--- src/hw/rtl/ircut_pkg.sv ---
`timescale 1ns / 1ps
`default_nettype none

package ircut_pkg;

  // Default widths for the parameters of the top level.
  localparam int SAMPLE_BITS_DEF = 16;
  localparam int PULSE_BITS_DEF  = 16;

  // Configuration port geometry.
  localparam int CFG_ADDR_W = 5;
  localparam int CFG_DATA_W = 32;

  // Register indexes, one 32-bit word apart.
  typedef enum logic [2:0] {
    REG_MODE       = 3'd0,
    REG_THRESHOLD  = 3'd1,
    REG_HYSTERESIS = 3'd2,
    REG_BRIGHTNESS = 3'd3,
    REG_SENSOR     = 3'd4,
    REG_PULSE      = 3'd5,
    REG_DEBOUNCE   = 3'd6
  } reg_idx_t;

  // Item opcodes.
  typedef enum logic [1:0] {
    OP_SAMPLE  = 2'd0,
    OP_TICK    = 2'd1,
    OP_ENABLE  = 2'd2,
    OP_DISABLE = 2'd3
  } op_t;

  // Mode register codes. The fourth code selects nothing.
  localparam logic [1:0] MODE_FORCE_ON  = 2'd0;
  localparam logic [1:0] MODE_FORCE_OFF = 2'd1;
  localparam logic [1:0] MODE_AUTO      = 2'd2;

  // Register reset values.
  localparam logic [1:0]  MODE_RST       = MODE_AUTO;
  localparam logic [15:0] THRESHOLD_RST  = 16'd100;
  localparam logic [15:0] HYSTERESIS_RST = 16'd10;
  localparam logic [7:0]  BRIGHTNESS_RST = 8'd255;
  localparam logic        SENSOR_RST     = 1'b0;
  localparam logic [15:0] PULSE_RST      = 16'd50;
  localparam logic [3:0]  DEBOUNCE_RST   = 4'd3;

  // Output item width: 13 bits of fields, padded to two bytes.
  localparam int RES_W = 16;

  typedef struct packed {
    logic [1:0]  mode;
    logic [15:0] threshold;
    logic [15:0] hysteresis;
    logic [7:0]  brightness;
    logic        sensor_present;
    logic [15:0] pulse_ticks;
    logic [3:0]  debounce_needed;
  } cfg_t;

  typedef struct packed {
    logic       switched;
    logic       night_state;
    logic [7:0] led_level;
    logic       led_enable;
    logic       coil_neg;
    logic       coil_pos;
  } res_t;

endpackage

`default_nettype wire

--- src/hw/rtl/ircut_ctrl.sv ---
`timescale 1ns / 1ps
`default_nettype none

module ircut_ctrl import ircut_pkg::*; #(
  parameter int SAMPLE_BITS = SAMPLE_BITS_DEF,
  parameter int PULSE_BITS  = PULSE_BITS_DEF
) (
  input  wire logic                   clk,
  input  wire logic                   rst,
  input  wire logic                   fire,
  input  wire op_t                    op,
  input  wire logic [SAMPLE_BITS-1:0] light_level,
  input  wire cfg_t                   cfg,
  output res_t                        res_next
);

  // Compare width covers a sample plus a 16-bit margin without overflow.
  localparam int CMP_W = ((SAMPLE_BITS > 16) ? SAMPLE_BITS : 16) + 1;

  logic                  night_flag;
  logic [3:0]            debounce_count;
  logic                  enabled_flag;
  logic                  sampling_active;
  logic [PULSE_BITS-1:0] pulse_remaining;
  logic                  coil_pos_reg;
  logic                  coil_neg_reg;
  logic                  led_reg;

  logic                  night_flag_next;
  logic [3:0]            debounce_count_next;
  logic                  enabled_flag_next;
  logic                  sampling_active_next;
  logic [PULSE_BITS-1:0] pulse_remaining_next;
  logic                  coil_pos_next;
  logic                  coil_neg_next;
  logic                  led_next;
  logic                  switched;

  logic [CMP_W-1:0]      level_ext;
  logic [CMP_W-1:0]      thr_ext;
  logic [CMP_W-1:0]      hys_ext;
  logic                  qualifies;
  logic [3:0]            count_inc;
  logic [PULSE_BITS-1:0] pulse_dec;

  // Hysteresis comparison on the side opposite to the current state.
  assign level_ext = CMP_W'(light_level);
  assign thr_ext   = CMP_W'(cfg.threshold);
  assign hys_ext   = CMP_W'(cfg.hysteresis);
  assign qualifies = night_flag ? (level_ext > thr_ext + hys_ext)
                                : (level_ext + hys_ext < thr_ext);
  assign count_inc = debounce_count + 4'd1;
  assign pulse_dec = (pulse_remaining != '0) ? pulse_remaining - PULSE_BITS'(1)
                                             : pulse_remaining;

  // Next state for the item being processed.
  always_comb begin
    night_flag_next      = night_flag;
    debounce_count_next  = debounce_count;
    enabled_flag_next    = enabled_flag;
    sampling_active_next = sampling_active;
    pulse_remaining_next = pulse_remaining;
    coil_pos_next        = coil_pos_reg;
    coil_neg_next        = coil_neg_reg;
    led_next             = led_reg;
    switched             = 1'b0;
    case (op)
      OP_SAMPLE: begin
        if (enabled_flag && sampling_active) begin
          if (qualifies) begin
            debounce_count_next = count_inc;
            if (count_inc >= cfg.debounce_needed) begin
              night_flag_next      = !night_flag;
              coil_pos_next        = !night_flag;
              coil_neg_next        = night_flag;
              led_next             = !night_flag;
              pulse_remaining_next = PULSE_BITS'(cfg.pulse_ticks);
              debounce_count_next  = 4'd0;
              switched             = 1'b1;
            end
          end else begin
            debounce_count_next = 4'd0;
          end
        end
      end
      OP_TICK: begin
        pulse_remaining_next = pulse_dec;
        if (pulse_dec == '0) begin
          coil_pos_next = 1'b0;
          coil_neg_next = 1'b0;
        end
      end
      OP_ENABLE: begin
        enabled_flag_next    = 1'b1;
        sampling_active_next = 1'b0;
        case (cfg.mode)
          MODE_FORCE_ON: begin
            night_flag_next      = 1'b1;
            coil_pos_next        = 1'b1;
            coil_neg_next        = 1'b0;
            led_next             = 1'b1;
            pulse_remaining_next = PULSE_BITS'(cfg.pulse_ticks);
            switched             = 1'b1;
          end
          MODE_FORCE_OFF: begin
            night_flag_next      = 1'b0;
            coil_pos_next        = 1'b0;
            coil_neg_next        = 1'b1;
            led_next             = 1'b0;
            pulse_remaining_next = PULSE_BITS'(cfg.pulse_ticks);
            switched             = 1'b1;
          end
          MODE_AUTO: begin
            sampling_active_next = cfg.sensor_present;
          end
          default: begin
            sampling_active_next = 1'b0;
          end
        endcase
      end
      default: begin
        // Disable stops everything and forces the filter off.
        enabled_flag_next    = 1'b0;
        sampling_active_next = 1'b0;
        night_flag_next      = 1'b0;
        coil_pos_next        = 1'b0;
        coil_neg_next        = 1'b1;
        led_next             = 1'b0;
        pulse_remaining_next = PULSE_BITS'(cfg.pulse_ticks);
        switched             = 1'b1;
      end
    endcase
  end

  // Result fields show the state after the item.
  always_comb begin
    res_next.coil_pos    = coil_pos_next;
    res_next.coil_neg    = coil_neg_next;
    res_next.led_enable  = led_next;
    res_next.led_level   = cfg.brightness;
    res_next.night_state = night_flag_next;
    res_next.switched    = switched;
  end

  // State registers advance once per processed item.
  always_ff @(posedge clk) begin
    if (rst) begin
      night_flag      <= 1'b0;
      debounce_count  <= 4'd0;
      enabled_flag    <= 1'b0;
      sampling_active <= 1'b0;
      pulse_remaining <= '0;
      coil_pos_reg    <= 1'b0;
      coil_neg_reg    <= 1'b0;
      led_reg         <= 1'b0;
    end else if (fire) begin
      night_flag      <= night_flag_next;
      debounce_count  <= debounce_count_next;
      enabled_flag    <= enabled_flag_next;
      sampling_active <= sampling_active_next;
      pulse_remaining <= pulse_remaining_next;
      coil_pos_reg    <= coil_pos_next;
      coil_neg_reg    <= coil_neg_next;
      led_reg         <= led_next;
    end
  end

endmodule

`default_nettype wire

--- src/hw/rtl/ircut_day_night_switch_top.sv ---
`timescale 1ns / 1ps
`default_nettype none

// Day/night switch for an IR-cut filter with an IR LED.
// Input stream (s_*): one item per transfer, opcode in tdata[1:0] (sample,
// tick, enable, disable) and the light level above it. Output stream (m_*):
// one result per input item, in order, with the coil drives, LED enable and
// level, the filter state and a flag that marks a switch.
// Configuration goes through the APB port, one register per 32-bit word;
// the user must write registers only while no item is in flight, as the
// block itself does not enforce it. An accepted item waits in the input
// register; when it fires, the decision logic updates the state and loads
// the result register. Throughput is one item per cycle while the receiver
// takes results; the next state is computed combinationally from the state
// registers, so dependent items can follow back to back.
// When the receiver stalls, the result register holds its value, the input
// register fills, and s_tready drops until the result is taken.
// Reset clears both stream registers, the filter state and the countdown,
// and loads every configuration register with its reset value.

module ircut_day_night_switch_top import ircut_pkg::*; #(
  parameter int SAMPLE_BITS = SAMPLE_BITS_DEF,
  parameter int PULSE_BITS  = PULSE_BITS_DEF,
  localparam int IN_W       = ((2 + SAMPLE_BITS + 7) / 8) * 8
) (
  input  wire logic                  clk,
  input  wire logic                  rst,
  // Input stream. tdata: opcode[1:0], light_level[SAMPLE_BITS+1:2], zero pad.
  input  wire logic                  s_tvalid,
  output logic                       s_tready,
  input  wire logic [IN_W-1:0]       s_tdata,
  // Output stream. tdata: coil_pos, coil_neg, led_enable, led_level[10:3],
  // night_state[11], switched[12], zero pad.
  output logic                       m_tvalid,
  input  wire logic                  m_tready,
  output logic [RES_W-1:0]           m_tdata,
  // Configuration port.
  input  wire logic                  psel,
  input  wire logic                  penable,
  input  wire logic                  pwrite,
  input  wire logic [CFG_ADDR_W-1:0] paddr,
  input  wire logic [CFG_DATA_W-1:0] pwdata,
  output logic [CFG_DATA_W-1:0]      prdata,
  output logic                       pready
);

  cfg_t                   cfg;
  logic                   cfg_write;
  reg_idx_t               cfg_idx;

  logic                   in_valid;
  op_t                    in_op;
  logic [SAMPLE_BITS-1:0] in_level;
  logic                   fire;
  res_t                   res_next;
  res_t                   res;

  // Register file.
  assign pready    = 1'b1;
  assign cfg_write = psel && penable && pwrite && pready;
  assign cfg_idx   = reg_idx_t'(paddr[4:2]);

  always_ff @(posedge clk) begin
    if (rst) begin
      cfg.mode            <= MODE_RST;
      cfg.threshold       <= THRESHOLD_RST;
      cfg.hysteresis      <= HYSTERESIS_RST;
      cfg.brightness      <= BRIGHTNESS_RST;
      cfg.sensor_present  <= SENSOR_RST;
      cfg.pulse_ticks     <= PULSE_RST;
      cfg.debounce_needed <= DEBOUNCE_RST;
    end else if (cfg_write) begin
      case (cfg_idx)
        REG_MODE:       cfg.mode            <= pwdata[1:0];
        REG_THRESHOLD:  cfg.threshold       <= pwdata[15:0];
        REG_HYSTERESIS: cfg.hysteresis      <= pwdata[15:0];
        REG_BRIGHTNESS: cfg.brightness      <= pwdata[7:0];
        REG_SENSOR:     cfg.sensor_present  <= pwdata[0];
        REG_PULSE:      cfg.pulse_ticks     <= pwdata[15:0];
        REG_DEBOUNCE:   cfg.debounce_needed <= pwdata[3:0];
        default: ;
      endcase
    end
  end

  // Register readback.
  always_comb begin
    case (cfg_idx)
      REG_MODE:       prdata = CFG_DATA_W'(cfg.mode);
      REG_THRESHOLD:  prdata = CFG_DATA_W'(cfg.threshold);
      REG_HYSTERESIS: prdata = CFG_DATA_W'(cfg.hysteresis);
      REG_BRIGHTNESS: prdata = CFG_DATA_W'(cfg.brightness);
      REG_SENSOR:     prdata = CFG_DATA_W'(cfg.sensor_present);
      REG_PULSE:      prdata = CFG_DATA_W'(cfg.pulse_ticks);
      REG_DEBOUNCE:   prdata = CFG_DATA_W'(cfg.debounce_needed);
      default:        prdata = '0;
    endcase
  end

  // An item is processed when the input register holds one and the result
  // register is free or being emptied in the same cycle.
  assign fire     = in_valid && (!m_tvalid || m_tready);
  assign s_tready = !in_valid || fire;

  // Input register.
  always_ff @(posedge clk) begin
    if (rst) begin
      in_valid <= 1'b0;
    end else if (s_tready) begin
      in_valid <= s_tvalid;
    end
  end

  always_ff @(posedge clk) begin
    if (s_tready && s_tvalid) begin
      in_op    <= op_t'(s_tdata[1:0]);
      in_level <= s_tdata[SAMPLE_BITS+1:2];
    end
  end

  ircut_ctrl #(
    .SAMPLE_BITS (SAMPLE_BITS),
    .PULSE_BITS  (PULSE_BITS)
  ) u_ctrl (
    .clk         (clk),
    .rst         (rst),
    .fire        (fire),
    .op          (in_op),
    .light_level (in_level),
    .cfg         (cfg),
    .res_next    (res_next)
  );

  // Result register.
  always_ff @(posedge clk) begin
    if (rst) begin
      m_tvalid <= 1'b0;
    end else if (fire) begin
      m_tvalid <= 1'b1;
    end else if (m_tready) begin
      m_tvalid <= 1'b0;
    end
  end

  always_ff @(posedge clk) begin
    if (fire) begin
      res <= res_next;
    end
  end

  assign m_tdata = RES_W'(res);

endmodule

`default_nettype wire

--- config.mk ---
export PLATFORM = sky130hd
export DESIGN_NAME = ircut_day_night_switch_top
export DESIGN_NICKNAME = d
export VERILOG_FILES = /design/src/hw/rtl/ircut_pkg.sv /design/src/hw/rtl/ircut_ctrl.sv /design/src/hw/rtl/ircut_day_night_switch_top.sv
export SDC_FILE = /design/constraint.sdc
export NUM_CORES = 1
export LEC_CHECK = 0
export BUFFER_PORTS_ARGS = -buffer_cell sky130_fd_sc_hd__buf_2
export CORE_MARGIN = 5
export CORE_UTILIZATION = 50
export CTS_CLUSTER_SIZE = 28
export DETAILED_ROUTE_END_ITERATION = 8
export MAX_ROUTING_LAYER = met4
export PLACE_DENSITY = 0.74
export SLEW_MARGIN = 10
export SYNTH_ARGS = -nofsm -noshare
export SYNTH_HDL_FRONTEND = slang
export SYNTH_SLANG_ARGS = --single-unit
--- constraint.sdc ---
create_clock -name clk -period 4.5 [get_ports clk]
set_input_delay 0.675 -clock clk [delete_from_list [all_inputs] [get_ports clk]]
set_output_delay 0.675 -clock clk [all_outputs]
set_load 0.01 [all_outputs]
==> results.md <==
- Origin of the critical flop-to-flop path: cfg[29]
- Die height: 136 µm
- Clk root buf: clkbuf_16
- RSZ-0062 raised after global routing: true
- Reg with most FFs: cfg
- Required @ worst endpoint: 4.84 ns
- Synth Cell Area: 7970 µm²
- Clock Sinks: 122
- Ys Warns: 0
- Sequential-to-total area share from yosys stat: 34.5%
- Post-Route WL: 21,400 µm
- Routed vias: 7,390
- Cell Rows: 46
- Worst-Margin Slew: 1.15 ns
- Async SR Flop Fraction: 0%
- Die area: 18,600 µm²
- Post-DP HPWL: 15,800 µm
- Crit path max fanout: 12
- Tot Pwr: 2.96 mW
- Yosys reg bits: 122
- Power Density: 316 nW/µm²
- Area Growth Syn to Fin: 17.9%
- Max VDD drop: 0.262 mV
- Switching power: 0.734 mW
- Final core utilization: 59.6%
- Max_slew headroom: 22.8%
- Port Buffers: 74
- Flip-flop count of the largest register after layout: 63
- WL per Instance: 16.7 µm
- Core Area: 15,800 µm²
- Largest registers: cfg: 63 flops, in_level: 16 flops, u_ctrl.pulse_remaining: 16 flops
- Clk slew on worst S/H paths: 0.05 ns
- HP Class: input port to flop
- Seq pwr share: 39.6%
- Crit path launch: cfg[29]
- Gr ovfl total: 0
- Most common cell after layout, fill and taps aside: nand2_1
- Die X: 136 µm
- Post-synth EDFFs: 31
- Starting Density: 50.5%
- CP endpoint kind: flop
- Leakage: 3.89 nW
- Fmax: 0.233 GHz
- CTS tree: built
- Fillers: 1,417
- Gate Count Post-Synth: 960
- Antenna violations before repair: 0
- Arrival time worst endpoint: 4.63 ns
- Worst skew pair latency: 0.42 ns
- Drt via density: 5.79
- CP Launch Type: flop
- Yosys cell types: 73
- Iter 0 DRT Violations: 563
- First-pass GRT wire length: 34,700 µm
- Final Hold Vio Count: 0
- Period minus WS final: 4.29 ns
- Diode count: 0
- Register-to-register setup slack: 0.21 ns
- Clock Power Share: 47.9%
- H-Tree Depth: 4
- Commonest cells after routing, fill and taps aside: 169 x nand2_1, 89 x dfxtp_1, 83 x a21oi_1
- Critical path class: flop to flop
- CTS Hold Bufs: 0
- Int Power: 2.23 mW
- HP Start: s_tdata[7]
- Status: complete, no violations
- Synth Flop Type: dfxtp_1
- DR pass1 iterations: 5
- Total Routing Usage GR: 24.2%
- Comb pwr share: 12.5%
- Placer Congestion: 0.936
- Final Setup Violations: 0
- Largest net degree at the start of global routing: 70
- Final Skew: 0.00959 ns
- Final ANT Viol Nets: 0
- Post-Syn Area per Cell: 8.30 µm²
- Nets: 1,187
- Max-slew violations: 0
- Sw frac: 24.7%
- I/O Pins: 119
- Share of cells above drive strength 1: 16.8%
- Final Cycle Share: 95.4%
- Num CTS Buffers: 17
- Drt drc: 0
- Max-Cap Viols: 0
- Via count of the first global-routing pass: 7,125
- Clock buffer depth: 2
## layer usage
metal | share of wire (%) | GRT usage, %
met1 | 43 | 29.3
met2 | 50 | 40.2
met3 | 4.9 | 4.11
met4 | 2.1 | 9.52
met5 | 0 | -
## cells in the mapped netlist (all sizes together) (10+ instances only)
master | count | area, µm²
inv | 38 | 143
nor3 | 20 | 100
mux2i | 35 | 350
a21o | 11 | 82.6
dfxtp | 91 | 1820
a32o | 11 | 110
xor2 | 17 | 149
xnor2 | 13 | 114
nor2 | 57 | 214
nand3 | 29 | 145
nand2b | 14 | 87.6
nor2b | 10 | 62.6
nand4 | 10 | 62.6
nand2 | 169 | 634
a21oi | 85 | 425
o21ai | 51 | 255
o211ai | 19 | 148
ha | 69 | 863
clkbuf | 39 | 146
edfxtp | 31 | 931
buf | 25 | 173
## power groups by stage
stage                     Clock (mW)  Sequential [mW]  Combinational (mW)
after global placement             0             1.19               0.348
after floorplan                    0             1.19               0.258
after detailed placement           0             1.20               0.353
after global routing            1.50             1.18               0.411
after CTS                       1.44             1.17               0.358
final                           1.42             1.17               0.370
## final timing paths
check / to / depth (start not counted)
setup / recovery: u_ctrl.pulse_remaining[9] / 24
hold / removal: in_level[5] / 1
setup reg to reg: u_ctrl.pulse_remaining[9] / 24
hold reg to reg: m_tdata[5] / 0
## layout make-up
| class | count | area, µm² | area share [%] |
|---|---|---|---|
| Timing Repair Buffer | 115 | 691 | 7.35 |
| Multi-Input combinational cell | 753 | 4910 | 52.3 |
| Sequential cell | 122 | 2760 | 29.3 |
| Clock buffer | 25 | 539 | 5.74 |
| Clock inverter | 6 | 80.1 | 0.852 |
| Tap cell | 216 | 270 | 2.88 |
| Inverter | 39 | 146 | 1.56 |
## metrics by stage
stage          TNS [ns]  cell area, µm²  setup WS [ns]  hold slack (ns)  std cells
6_report              0            9400          0.207            0.424       1276
5_1_grt          -0.227            9400        -0.0330            0.414       1276
4_1_cts               0            9290         0.0203            0.412       1273
3_5_place_dp      -1.09            8660         -0.131            0.426       1241
3_3_place_gp     -0.481            8660        -0.0598            0.413       1241
2_1_floorplan         0            8040          0.275            0.408        978
## worst max-delay path: stages (launching register included)
cell	delay, ns
dfxtp_2	0.32
buf_4	0.13
ha_1	0.16
inv_1	0.06
fa_2	0.37
nor2b_2	0.15
o2111ai_2	0.17
o2111ai_2	0.14
nand4_1	0.16
nand2_1	0.11
a21oi_1	0.08
o21bai_1	0.22
xor2_1	0.18
ha_1	0.27
a21oi_2	0.15
nor2b_1	0.06
a211o_1	0.26
a211oi_2	0.15
buf_4	0.16
o211ai_1	0.14
o211ai_2	0.14
buf_12	0.17
buf_4	0.13
nand3_1	0.08
a21oi_1	0.22
## kinds of logic (layout without fill, tap and decap cells)
logic type	count (synthesis)	count (layout)	synth area share, %
AND/OR/NAND/NOR	348	348	20.2
AO/OA/AOI/OAI	245	245	19.6
flip-flops	122	122	34.5
buffers and inverters	103	185	5.84
adder cells (fa/ha/maj)	71	71	11.3
multiplexers	39	39	5.10
XOR/XNOR	30	30	3.30
other	2	20	0.0942
## what timing repair did
| item | in CTS | in global routing |
|---|---|---|
| pin swaps | 2 | 22 |
| cloned | 0 | 0 |
| setup buffers | 1 | 3 |
| setup endpoints to repair | 18 | 26 |
| gates resized for setup | 3 | 22 |
(Power assumes the default switching activity.)
